File: src/dpbb_pkg.sv
// Shared types and constants for the decoded picture buffer bumping unit.
// Used by the controller, the datapath and the top level; depends on nothing.
`timescale 1ns / 1ps

package dpbb_pkg;

  localparam int unsigned LAT_MAX = 255;

  // Register indexes on the configuration port.
  localparam logic [2:0] REG_ORDER_BY_POC = 3'd0;
  localparam logic [2:0] REG_TWO_FIELDS   = 3'd1;
  localparam logic [2:0] REG_MAX_PICS     = 3'd2;
  localparam logic [2:0] REG_MAX_REORDER  = 3'd3;
  localparam logic [2:0] REG_MAX_LATENCY  = 3'd4;

  // Entry flag bit positions.
  localparam int unsigned FLAG_FIELD = 0;
  localparam int unsigned FLAG_WANT  = 1;
  localparam int unsigned FLAG_PIC   = 2;

  typedef enum logic [3:0] {
    S_IDLE,
    S_LAT,
    S_DISCARD,
    S_SCAN,
    S_EMPTY,
    S_BUMP,
    S_SEARCH,
    S_FINISH
  } state_t;

  typedef enum logic [2:0] {
    OP_NOP,
    OP_LATCH,
    OP_LAT_UPD,
    OP_REMOVE,
    OP_INSERT,
    OP_EMIT_NEW,
    OP_FLUSH
  } dp_op_t;

  typedef struct packed {
    dp_op_t op;
    logic   at_idx;
    logic   drop;
    logic   idx_clr;
    logic   idx_inc;
  } cmd_t;

  typedef struct packed {
    logic drain;
    logic kf_clear;
    logic discard;
    logic count_zero;
    logic full;
    logic bump;
    logic idx_at_count;
    logic idx_want;
    logic ins_cond;
  } status_t;

  typedef struct packed {
    logic       order_by_poc;
    logic       two_fields_per_slot;
    logic [4:0] max_pictures_buffered;
    logic [4:0] max_reorder_count;
    logic [7:0] max_latency_count;
  } cfg_t;

endpackage

File: src/dpbb_ctrl.sv
// Controller state machine of the decoded picture buffer bumping unit.
// Depends on dpbb_pkg; drives commands to dpbb_datapath and reads its status.
`timescale 1ns / 1ps

module dpbb_ctrl (
  input  logic             clk,
  input  logic             rst,
  input  logic             start,
  output logic             busy,
  input  dpbb_pkg::status_t st,
  output dpbb_pkg::cmd_t    cmd
);

  dpbb_pkg::state_t state, state_next;

  always_ff @(posedge clk) begin
    if (rst) begin
      state <= dpbb_pkg::S_IDLE;
    end else begin
      state <= state_next;
    end
  end

  always_comb begin
    state_next  = state;
    cmd.op      = dpbb_pkg::OP_NOP;
    cmd.at_idx  = 1'b0;
    cmd.drop    = 1'b0;
    cmd.idx_clr = 1'b0;
    cmd.idx_inc = 1'b0;
    busy        = 1'b1;
    unique case (state)
      dpbb_pkg::S_IDLE: begin
        busy = 1'b0;
        if (start) begin
          cmd.op      = dpbb_pkg::OP_LATCH;
          cmd.idx_clr = 1'b1;
          state_next  = dpbb_pkg::S_LAT;
        end
      end
      dpbb_pkg::S_LAT: begin
        if (st.drain) begin
          state_next = dpbb_pkg::S_EMPTY;
        end else begin
          cmd.op = dpbb_pkg::OP_LAT_UPD;
          if (st.kf_clear) begin
            state_next = st.discard ? dpbb_pkg::S_DISCARD : dpbb_pkg::S_SCAN;
          end else begin
            state_next = dpbb_pkg::S_BUMP;
          end
        end
      end
      dpbb_pkg::S_DISCARD: begin
        if (!st.count_zero) begin
          cmd.op   = dpbb_pkg::OP_REMOVE;
          cmd.drop = 1'b1;
        end else begin
          state_next = dpbb_pkg::S_EMPTY;
        end
      end
      dpbb_pkg::S_SCAN: begin
        // Entries that do not want output leave in place; the index holds.
        if (st.idx_at_count) begin
          state_next = dpbb_pkg::S_EMPTY;
        end else if (!st.idx_want) begin
          cmd.op     = dpbb_pkg::OP_REMOVE;
          cmd.at_idx = 1'b1;
          cmd.drop   = 1'b1;
        end else begin
          cmd.idx_inc = 1'b1;
        end
      end
      dpbb_pkg::S_EMPTY: begin
        if (!st.count_zero) begin
          cmd.op = dpbb_pkg::OP_REMOVE;
        end else if (st.drain) begin
          state_next = dpbb_pkg::S_FINISH;
        end else begin
          state_next = dpbb_pkg::S_BUMP;
        end
      end
      dpbb_pkg::S_BUMP: begin
        if (!st.count_zero && st.bump) begin
          cmd.op = dpbb_pkg::OP_REMOVE;
        end else if (st.full) begin
          cmd.op     = dpbb_pkg::OP_EMIT_NEW;
          state_next = dpbb_pkg::S_FINISH;
        end else begin
          cmd.idx_clr = 1'b1;
          state_next  = dpbb_pkg::S_SEARCH;
        end
      end
      dpbb_pkg::S_SEARCH: begin
        if (st.idx_at_count || st.ins_cond) begin
          cmd.op     = dpbb_pkg::OP_INSERT;
          state_next = dpbb_pkg::S_FINISH;
        end else begin
          cmd.idx_inc = 1'b1;
        end
      end
      dpbb_pkg::S_FINISH: begin
        cmd.op     = dpbb_pkg::OP_FLUSH;
        state_next = dpbb_pkg::S_IDLE;
      end
      default: begin
        state_next = dpbb_pkg::S_IDLE;
      end
    endcase
  end

endmodule

File: config.mk
export PLATFORM = sky130hd
export DESIGN_NAME = dpbb_ctrl
export DESIGN_NICKNAME = d
export VERILOG_FILES = /design/src/dpbb_pkg.sv /design/src/dpbb_ctrl.sv
export SDC_FILE = /design/constraint.sdc
export NUM_CORES = 1
export LEC_CHECK = 0
export ABC_AREA = 1
export BUFFER_PORTS_ARGS = -buffer_cell sky130_fd_sc_hd__buf_4
export CORE_AREA = 2 2 39 41
export CTS_CLUSTER_SIZE = 25
export DETAILED_ROUTE_END_ITERATION = 12
export DIE_AREA = 0 0 41 43
export GPL_TIMING_DRIVEN = 0
export SLEW_MARGIN = 0
export SYNTH_ARGS = -nofsm -noshare
export SYNTH_HDL_FRONTEND = slang
export SYNTH_SLANG_ARGS = --single-unit
File: constraint.sdc
create_clock -name clk -period 2.3 [get_ports clk]
set_input_delay 0.23 -clock clk [delete_from_list [all_inputs] [get_ports clk]]
set_output_delay 0.23 -clock clk [all_outputs]
set_load 0.1 [all_outputs]
Word level (Yosys, flattened, before mapping)
Index checks and enable logic that the tools add are counted.
W data, S select, Z words.
{"block": "classes", "n_eq_ne": 13, "muxes": 33, "n_reduce_logical": 6}
{"cell": "$mux W4", "count": 7}
{"cell": "$pmux W4 S7", "count": 1}
{"cell": "$pmux W3 S7", "count": 1}
{"cell": "$eq A4 B3 Y1 const B", "count": 4}
{"cell": "$mux W3", "count": 5}
{"cell": "$mux W1", "count": 12}
{"cell": "$ne A2 B2 Y1 const B", "count": 6}
{"cell": "$eq A4 B2 Y1 const B", "count": 2}
{"cell": "$mux W2", "count": 3}
{"cell": "$pmux W1 S2", "count": 3}
{"cell": "$reduce_and A6 Y1", "count": 1}
{"cell": "$mux W5", "count": 1}
{"cell": "$eq A4 B1 Y1 const B", "count": 1}
{"cell": "$logic_not A4 Y1", "count": 1}
{"cell": "$reduce_or A2 Y1", "count": 1}
{"cell": "$logic_and A1 B1 Y1", "count": 1}
{"cell": "$logic_not A1 Y1", "count": 1}
{"cell": "$logic_or A1 B1 Y1", "count": 1}
{"block": "word_totals", "regBits": 4, "in_bits": 12, "out_inout_bits": 8, "wordCells": 53}

Depth between registers and ports, before layout
Gate-level depths: netlist of run 1.
{"block": "logic_depth", "depth_word": 4, "mapped_depth": 9, "depth_no_buf": 8}

Worst setup path before layout of run 1
Ideal clock, no wire load.
{"block": "synth_timing", "path_kind": "register to output", "startpoint": "register state[2]", "endpoint": "output cmd[1] in the netlist's numbering", "t_arrival_ns": 2.751, "required_ns": 2.070, "path_slack_ns": -0.681, "path_stages_with_launch": 4, "n_path_buf": 1, "path_cell_list": "dfxtp_1 buf_6 nand3_2 o21ai_0"}
{"element": "start, declared", "line": "dpbb_ctrl.sv:14", "source": "dpbb_pkg::state_t state, state_next;"}
{"element": "start signal, assigned", "line": "dpbb_ctrl.sv:18", "source": "state <= dpbb_pkg::S_IDLE;"}
{"element": "start signal, assigned", "line": "dpbb_ctrl.sv:20", "source": "state <= state_next;"}
{"element": "end, declared", "line": "dpbb_ctrl.sv:11", "source": "output dpbb_pkg::cmd_t cmd"}

==> results of run 1 <==
[metal layers]
metal	up-vias	wire, microns	part of all wire, %	GRT usage (%)
met5	-	0	0	0
met4	0	7	0.62	4.00
met3	2	68	6.0	1.57
met2	19	572	51	25.6
met1	244	481	43	19.3
li1	280	-	-	-
[worst min path at each step]
| stage | from | endpoint | slack [ns] | cells after the start |
|---|---|---|---|---|
| finish | rst | state[1] | 0.16 | 2 |
| detailed placement | rst | state[1] | 0.40 | 2 |
| floorplan | rst | state[1] | 0.29 | 1 |
| global route | rst | state[1] | 0.17 | 2 |
| global placement | rst | state[1] | 0.40 | 2 |
| CTS | rst | state[1] | 0.16 | 2 |
[worst register-to-register path, delay by kind of cell (launching register included)]
kind                   cells  cell delay (ns)
DFF                        1             0.30
AOI/OAI and AO/OA          1             0.11
and+or+nand+nor            6             0.60
buffers and inverters      1             0.13
[power breakdown]
part           internal (mW)  switching, mW  total [mW]  leakage [nW]
Clock                 0.0652         0.0300      0.0952        0.0150
Sequential            0.0733         0.0203      0.0936        0.0252
Combinational          0.197          0.588       0.785         0.284
[cell usage after synthesis (all sizes together)]
library cell  instances
a21oi                 5
buf                   2
dfxtp                 3
inv                  10
nand2                20
nand3                13
nand4                 2
nor2                 13
o21ai                 3
o221ai                1
[layout make-up]
cell class / count / share of cell area, %
inverters: 10 / 5.91
well taps: 16 / 3.15
plain buffers: 2 / 3.54
clock buffers: 4 / 4.13
flip-flops and latches: 3 / 9.65
repair buffers: 19 / 22.4
multi-input cells: 57 / 51.2
[metrics by stage]
stage | setup slack [ns] | area [sq um] | hold WS, ns | utilization [%] | power [mW]
2_1_floorplan | 0.0153 | 447 | 0.285 | - | 0.737
3_3_place_gp | 0.790 | 609 | 0.396 | 44.0 | 0.884
3_5_place_dp | 0.785 | 609 | 0.401 | 44.0 | 0.880
4_1_cts | 0.543 | 636 | 0.164 | 45.9 | 0.973
5_1_grt | 0.463 | 636 | 0.173 | 45.9 | 1.03
6_report | 0.547 | 636 | 0.156 | 45.9 | 0.974
[cell families after synthesis]
kind of cell           synth area share [%]
AND/OR/NAND/NOR                        60.0
buffers and inverters                  13.9
AO/OA/AOI/OAI                          12.2
flip-flops                             13.9
==> run summary, run 1 <==
Synthesized instance count: 72
Total GRT Usage: 15.2%
Hold_buf cts: 0
Fin crit period: 1.75 ns
R2r setup slk: 1.08 ns
Final Max Slew Viols: 0
CP top delay family: buffers and inverters
Yosys reg bits: 3
Leading cell types in the layout, fill and taps excluded: buf_4, nand2_1, nand3_1
Distinct cells, synth: 16
Pin count of the biggest net entering global routing: 11
Layout area overhead: 47.2%
Placed Instances: 107
Crit path largest cell delay: 0.31 ns
Leak: 0.324 nW
Most common cell after layout, fill and taps aside: buf_4
CP Buf/Inv Count: 3
DR vias/cell: 4.91
RR Startpoint: state[0]
Setup bufs post-CTS: 0
Sequential fraction of the synthesis area: 13.9%
Period utilisation layout: 76.2%
Syn_nets: 84
Mean post-synth cell area: 6.00 sq um
Leading post-synthesis cells by cell area: dfxtp_1, nand3_1, nand2_1
Post-Layout Cell Count: 111
VDD IR max: 0.807 mV
Initial antenna violation count: 0
CP startpoint kind: flip-flop
Clock Path Buffers: 2
Critical path required time: 2.07 ns
Kind of critical path: reg -> out
Layout cell share with drive strength beyond 1: 48.4%
Clk pin slew, worst setup/hold paths: 0.04 ns
Clock skew: 0.00442 ns
CP Capture Type: output port
Synthesized cell area: 432 sq um
CTS tree: built
Sequential Area: 61.3 sq um
Worst slew pin tran: 0.279 ns
Die Span Y: 43 microns
Crit-path slowest cell: dfxtp_1
Worst slew margin: 81.5%
Worst-case reg-to-reg path depth: 8
Unrepaired setup endpoints after global routing: no
Routed Antenna Nets: 0
Final setup fails: 0
Cell taking the most area after synthesis: dfxtp_1
Vias post-DR: 545
CP Capture Point: cmd[5]
Yosys warnings: 0
Worst Hold Class: in -> reg
Power per Cell Area: 1530 nW/um^2
Vias in the first global route: 489
Share of the synthesized area in the top cell type: 13.9%
Core ar.: 1380 sq um
Initial drt markers: 9
Hpwl dp: 920 microns
Fin nets: 108
Area of the multi-input gates: 325 sq um
Drt drc: 0
Rows: 14
Chip width: 41 microns
Largest Register: state
Worst R2R End: state[1]
Cts bufs inserted: 3
Largest regs: state (3)
Drt total wl: 1130 microns
Worst EP arrival: 1.52 ns
Status: complete, no violations
Area of the die: 1760 sq um
Port buffer count: 19
Largest fanout on the critical path: 9
First-pass GRT wire length: 1930 microns
Achievable Freq: 571 MHz
Placer congestion estimate: 0.878
Max FFs per register: 3
Crit path from: state[0]
H-tree levels: 1
CTS Root Buffer Type: clkbuf_4
Worst skew pair latency: 0.24 ns
Initial Util: 31.2%
Inserted Diodes: 0
IO Pins: 20
Post-CTS sizing: 0
Average wire per standard cell: 10.2 microns
Crit path depth: 8
Post-route setup TNS: 0 ns
Remaining Overflow, GRT: 0
Max Cap Viol: 0
CP cell instances: buf_6 -> inv_2 -> nor2_2 -> nand2_2 -> nor2_4 -> a21oi_1 -> nand3_1 -> buf_4
Final Hold Fails: 0
DRT Pass-1 Iters: 4
FILL cells: 150
Clk sinks: 3
Note: power is estimated with default switching activity, not from simulation.
==> run 2: changes to the inputs <==
- ABC_AREA: 1 -> 0
- clock period: 2.3 -> 1.63 ns (I/O delays scaled with it)
==> run 2 against run 1 <==
The run now ends with setup timing left. Sequential share of layout area down 2.3 points. Setup slack got worse by 0.65 ns. Critical path type unchanged. Die area did not move. Largest cell class unchanged. Critical path depth is 3 lower. Global-route usage rose by 2.1 points. Sequential power rose by 120%. Utilization grew 21 points.
==> run summary, run 2 <==
Sequential fraction of the synthesis area: 14.5%
Synthesized cell area: 414 sq um
Met2 WL: 749 microns
Power per Cell Area: 2320 nW/um^2
IO Pins: 20
Number of synthesized flops with an enable pin: 0
Fin crit period: 1.73 ns
Worst Hold Endpoint: state[0]
Drt total wl: 1500 microns
Count leader, synth: nor2_1
Hold_sp: rst
Failing checks: setup timing
R2r setup slk: 0.06 ns
Placed Instances: 93
H-tree levels: 1
Remaining Overflow, GRT: 0
Fin util: 67.4%
Vias in the first global route: 511
Hold_buf cts: 0
Distinct cells, synth: 29
Met3 Wirelength: 75 microns
Status: finished with violations
DR vias/cell: 5.24
Area of the die: 1760 sq um
Worst EP arrival: 1.57 ns
Initial drt markers: 17
Commonest cells post-synth: nor2_1, nor2b_1, a21oi_1, nand2_1, o21ai_0
Max Cap Viol: 0
Unrepaired setup endpoints after global routing: yes
Rows: 14
Post-Place Worst Slack: 0.00378 ns
Critical path required time: 1.47 ns
Clock skew: 0.00331 ns
CTS Root Buffer Type: clkbuf_4
Cell taking the most area after synthesis: dfxtp_1
Fin nets: 108
Total GRT Usage: 17.2%
Clk sinks: 3
VDD IR max: 1.73 mV
DRT Pass-1 Iters: 4
Final Max Slew Viols: 0
Post-Layout Cell Count: 111
Initial Util: 29.9%
First-pass GRT wire length: 2130 microns
Final setup fails: 4
CP Capture Type: output port
Area of the multi-input gates: 422 sq um
Final Hold Fails: 0
Mean post-synth cell area: 7.14 sq um
Total power: 2.16 mW
Drt drc: 0
Pin count of the biggest net entering global routing: 11
Worst slew pin tran: 0.455 ns
Leak: 0.410 nW
Port buffer count: 19
Inserted Diodes: 0
Leading post-synthesis cells by cell area: dfxtp_1, nor2b_1, nor2_1
Period utilisation layout: 106%
Hold depth: 3
Die Span Y: 43 microns
Most common cell after layout, fill and taps aside: buf_4
FILL cells: 115
Cts bufs inserted: 3
Placer congestion estimate: 0.756
Worst slew margin: 69.6%
Synthesized instance count: 58
Yosys reg bits: 3
Yosys warnings: 0
Largest regs: state (3)
WL met1: 656 microns
Chip width: 41 microns
Initial antenna violation count: 0
Worst Hold Class: in -> reg
Share of the synthesized area in the top cell type: 14.5%
Max FFs per register: 3
Achievable Freq: 577 MHz
CTS tree: built
Final worst slack: -0.103 ns
Sequential Area: 68.8 sq um
Top Metal Used: met4
Asr flop ratio synth: 0%
RR Startpoint: state[0]
Vias post-DR: 582
Syn_nets: 70
Largest fanout on the critical path: 5
Kind of critical path: reg -> out
Worst skew pair latency: 0.23 ns
Routed Antenna Nets: 0
Clk pin slew, worst setup/hold paths: 0.04 ns
Worst R2R End: state[1]
Top FF cell, synth: dfxtp_1
CP startpoint kind: flip-flop
Leading cell types in the layout, fill and taps excluded: buf_4, nor2_1, buf_12
Layout area overhead: 125%
Hpwl dp: 867 microns
Layout cell share with drive strength beyond 1: 63.2%
Worst-case reg-to-reg path depth: 4
Clock Path Buffers: 2
Average wire per standard cell: 13.5 microns
Largest Register: state
Core ar.: 1380 sq um
-- run 2: area by class of cell --
cell class,instances,area share (%)
buffer,4,6.31
clock buffer,4,2.82
inverter,2,0.805
multi-input combinational,49,45.2
sequential,3,7.38
tap,16,2.15
timing repair buffer,33,35.3
-- run 2: through the flow --
step | cell area [sq um] | hold WS [ns] | TNS (ns)
floorplan | 520 | 0.336 | -0.125
global placement | 683 | 0.458 | 0
detailed placement | 683 | 0.457 | 0
CTS | 840 | 0.213 | -0.123
global route | 932 | 0.222 | -0.406
finish | 932 | 0.224 | -0.239
-- run 2: worst max path at each step --
stage / cells after the start / end / slack, ns / from
2_1_floorplan: 5 / cmd[0] / -0.1 / state[0]
3_3_place_gp: 5 / cmd[4] / 0.02 / state[2]
3_5_place_dp: 5 / cmd[4] / 0.004 / state[2]
4_1_cts: 5 / cmd[4] / -0.08 / state[2]
5_1_grt: 5 / cmd[4] / -0.14 / state[1]
6_report: 5 / cmd[4] / -0.10 / state[1]
-- run 2: cells by family after synthesis --
group | count (synthesis) | share of synthesized area (%)
simple gates | 28 | 39.6
compound gates | 19 | 32.6
buf+inv | 6 | 7.25
flops | 3 | 14.5
mux | 2 | 6.04
-- run 2: report_power, final --
part           internal [mW]  leakage, nW  switching, mW
clock network         0.0919       0.0150         0.0406
logic                  0.793        0.368           1.03
registers              0.125       0.0264         0.0836
total                   1.01        0.410           1.15
-- run 2: layer usage --
layer | up-vias | global-route usage, %
met5 | - | 0
met4 | 0 | 8.00
met3 | 2 | 1.57
met2 | 23 | 25.9
met1 | 270 | 23.6
li1 | 287 | -
-- run 2: timing repair --
| action | in CTS | in global routing |
|---|---|---|
| resized for setup | 20 | 6 |
| cloned | 1 | 1 |
| pin swaps | 2 | 5 |
| setup endpoints to repair | 6 | 7 |
| setup buffers | 6 | 6 |
-- run 2: worst max-delay path: stages, from the launching register on --
cell and delay, ns:
dfxtp_2 0.32, buf_6 0.13, nor4bb_4 0.15, and2b_4 0.19, or3_4 0.38, buf_12 0.17
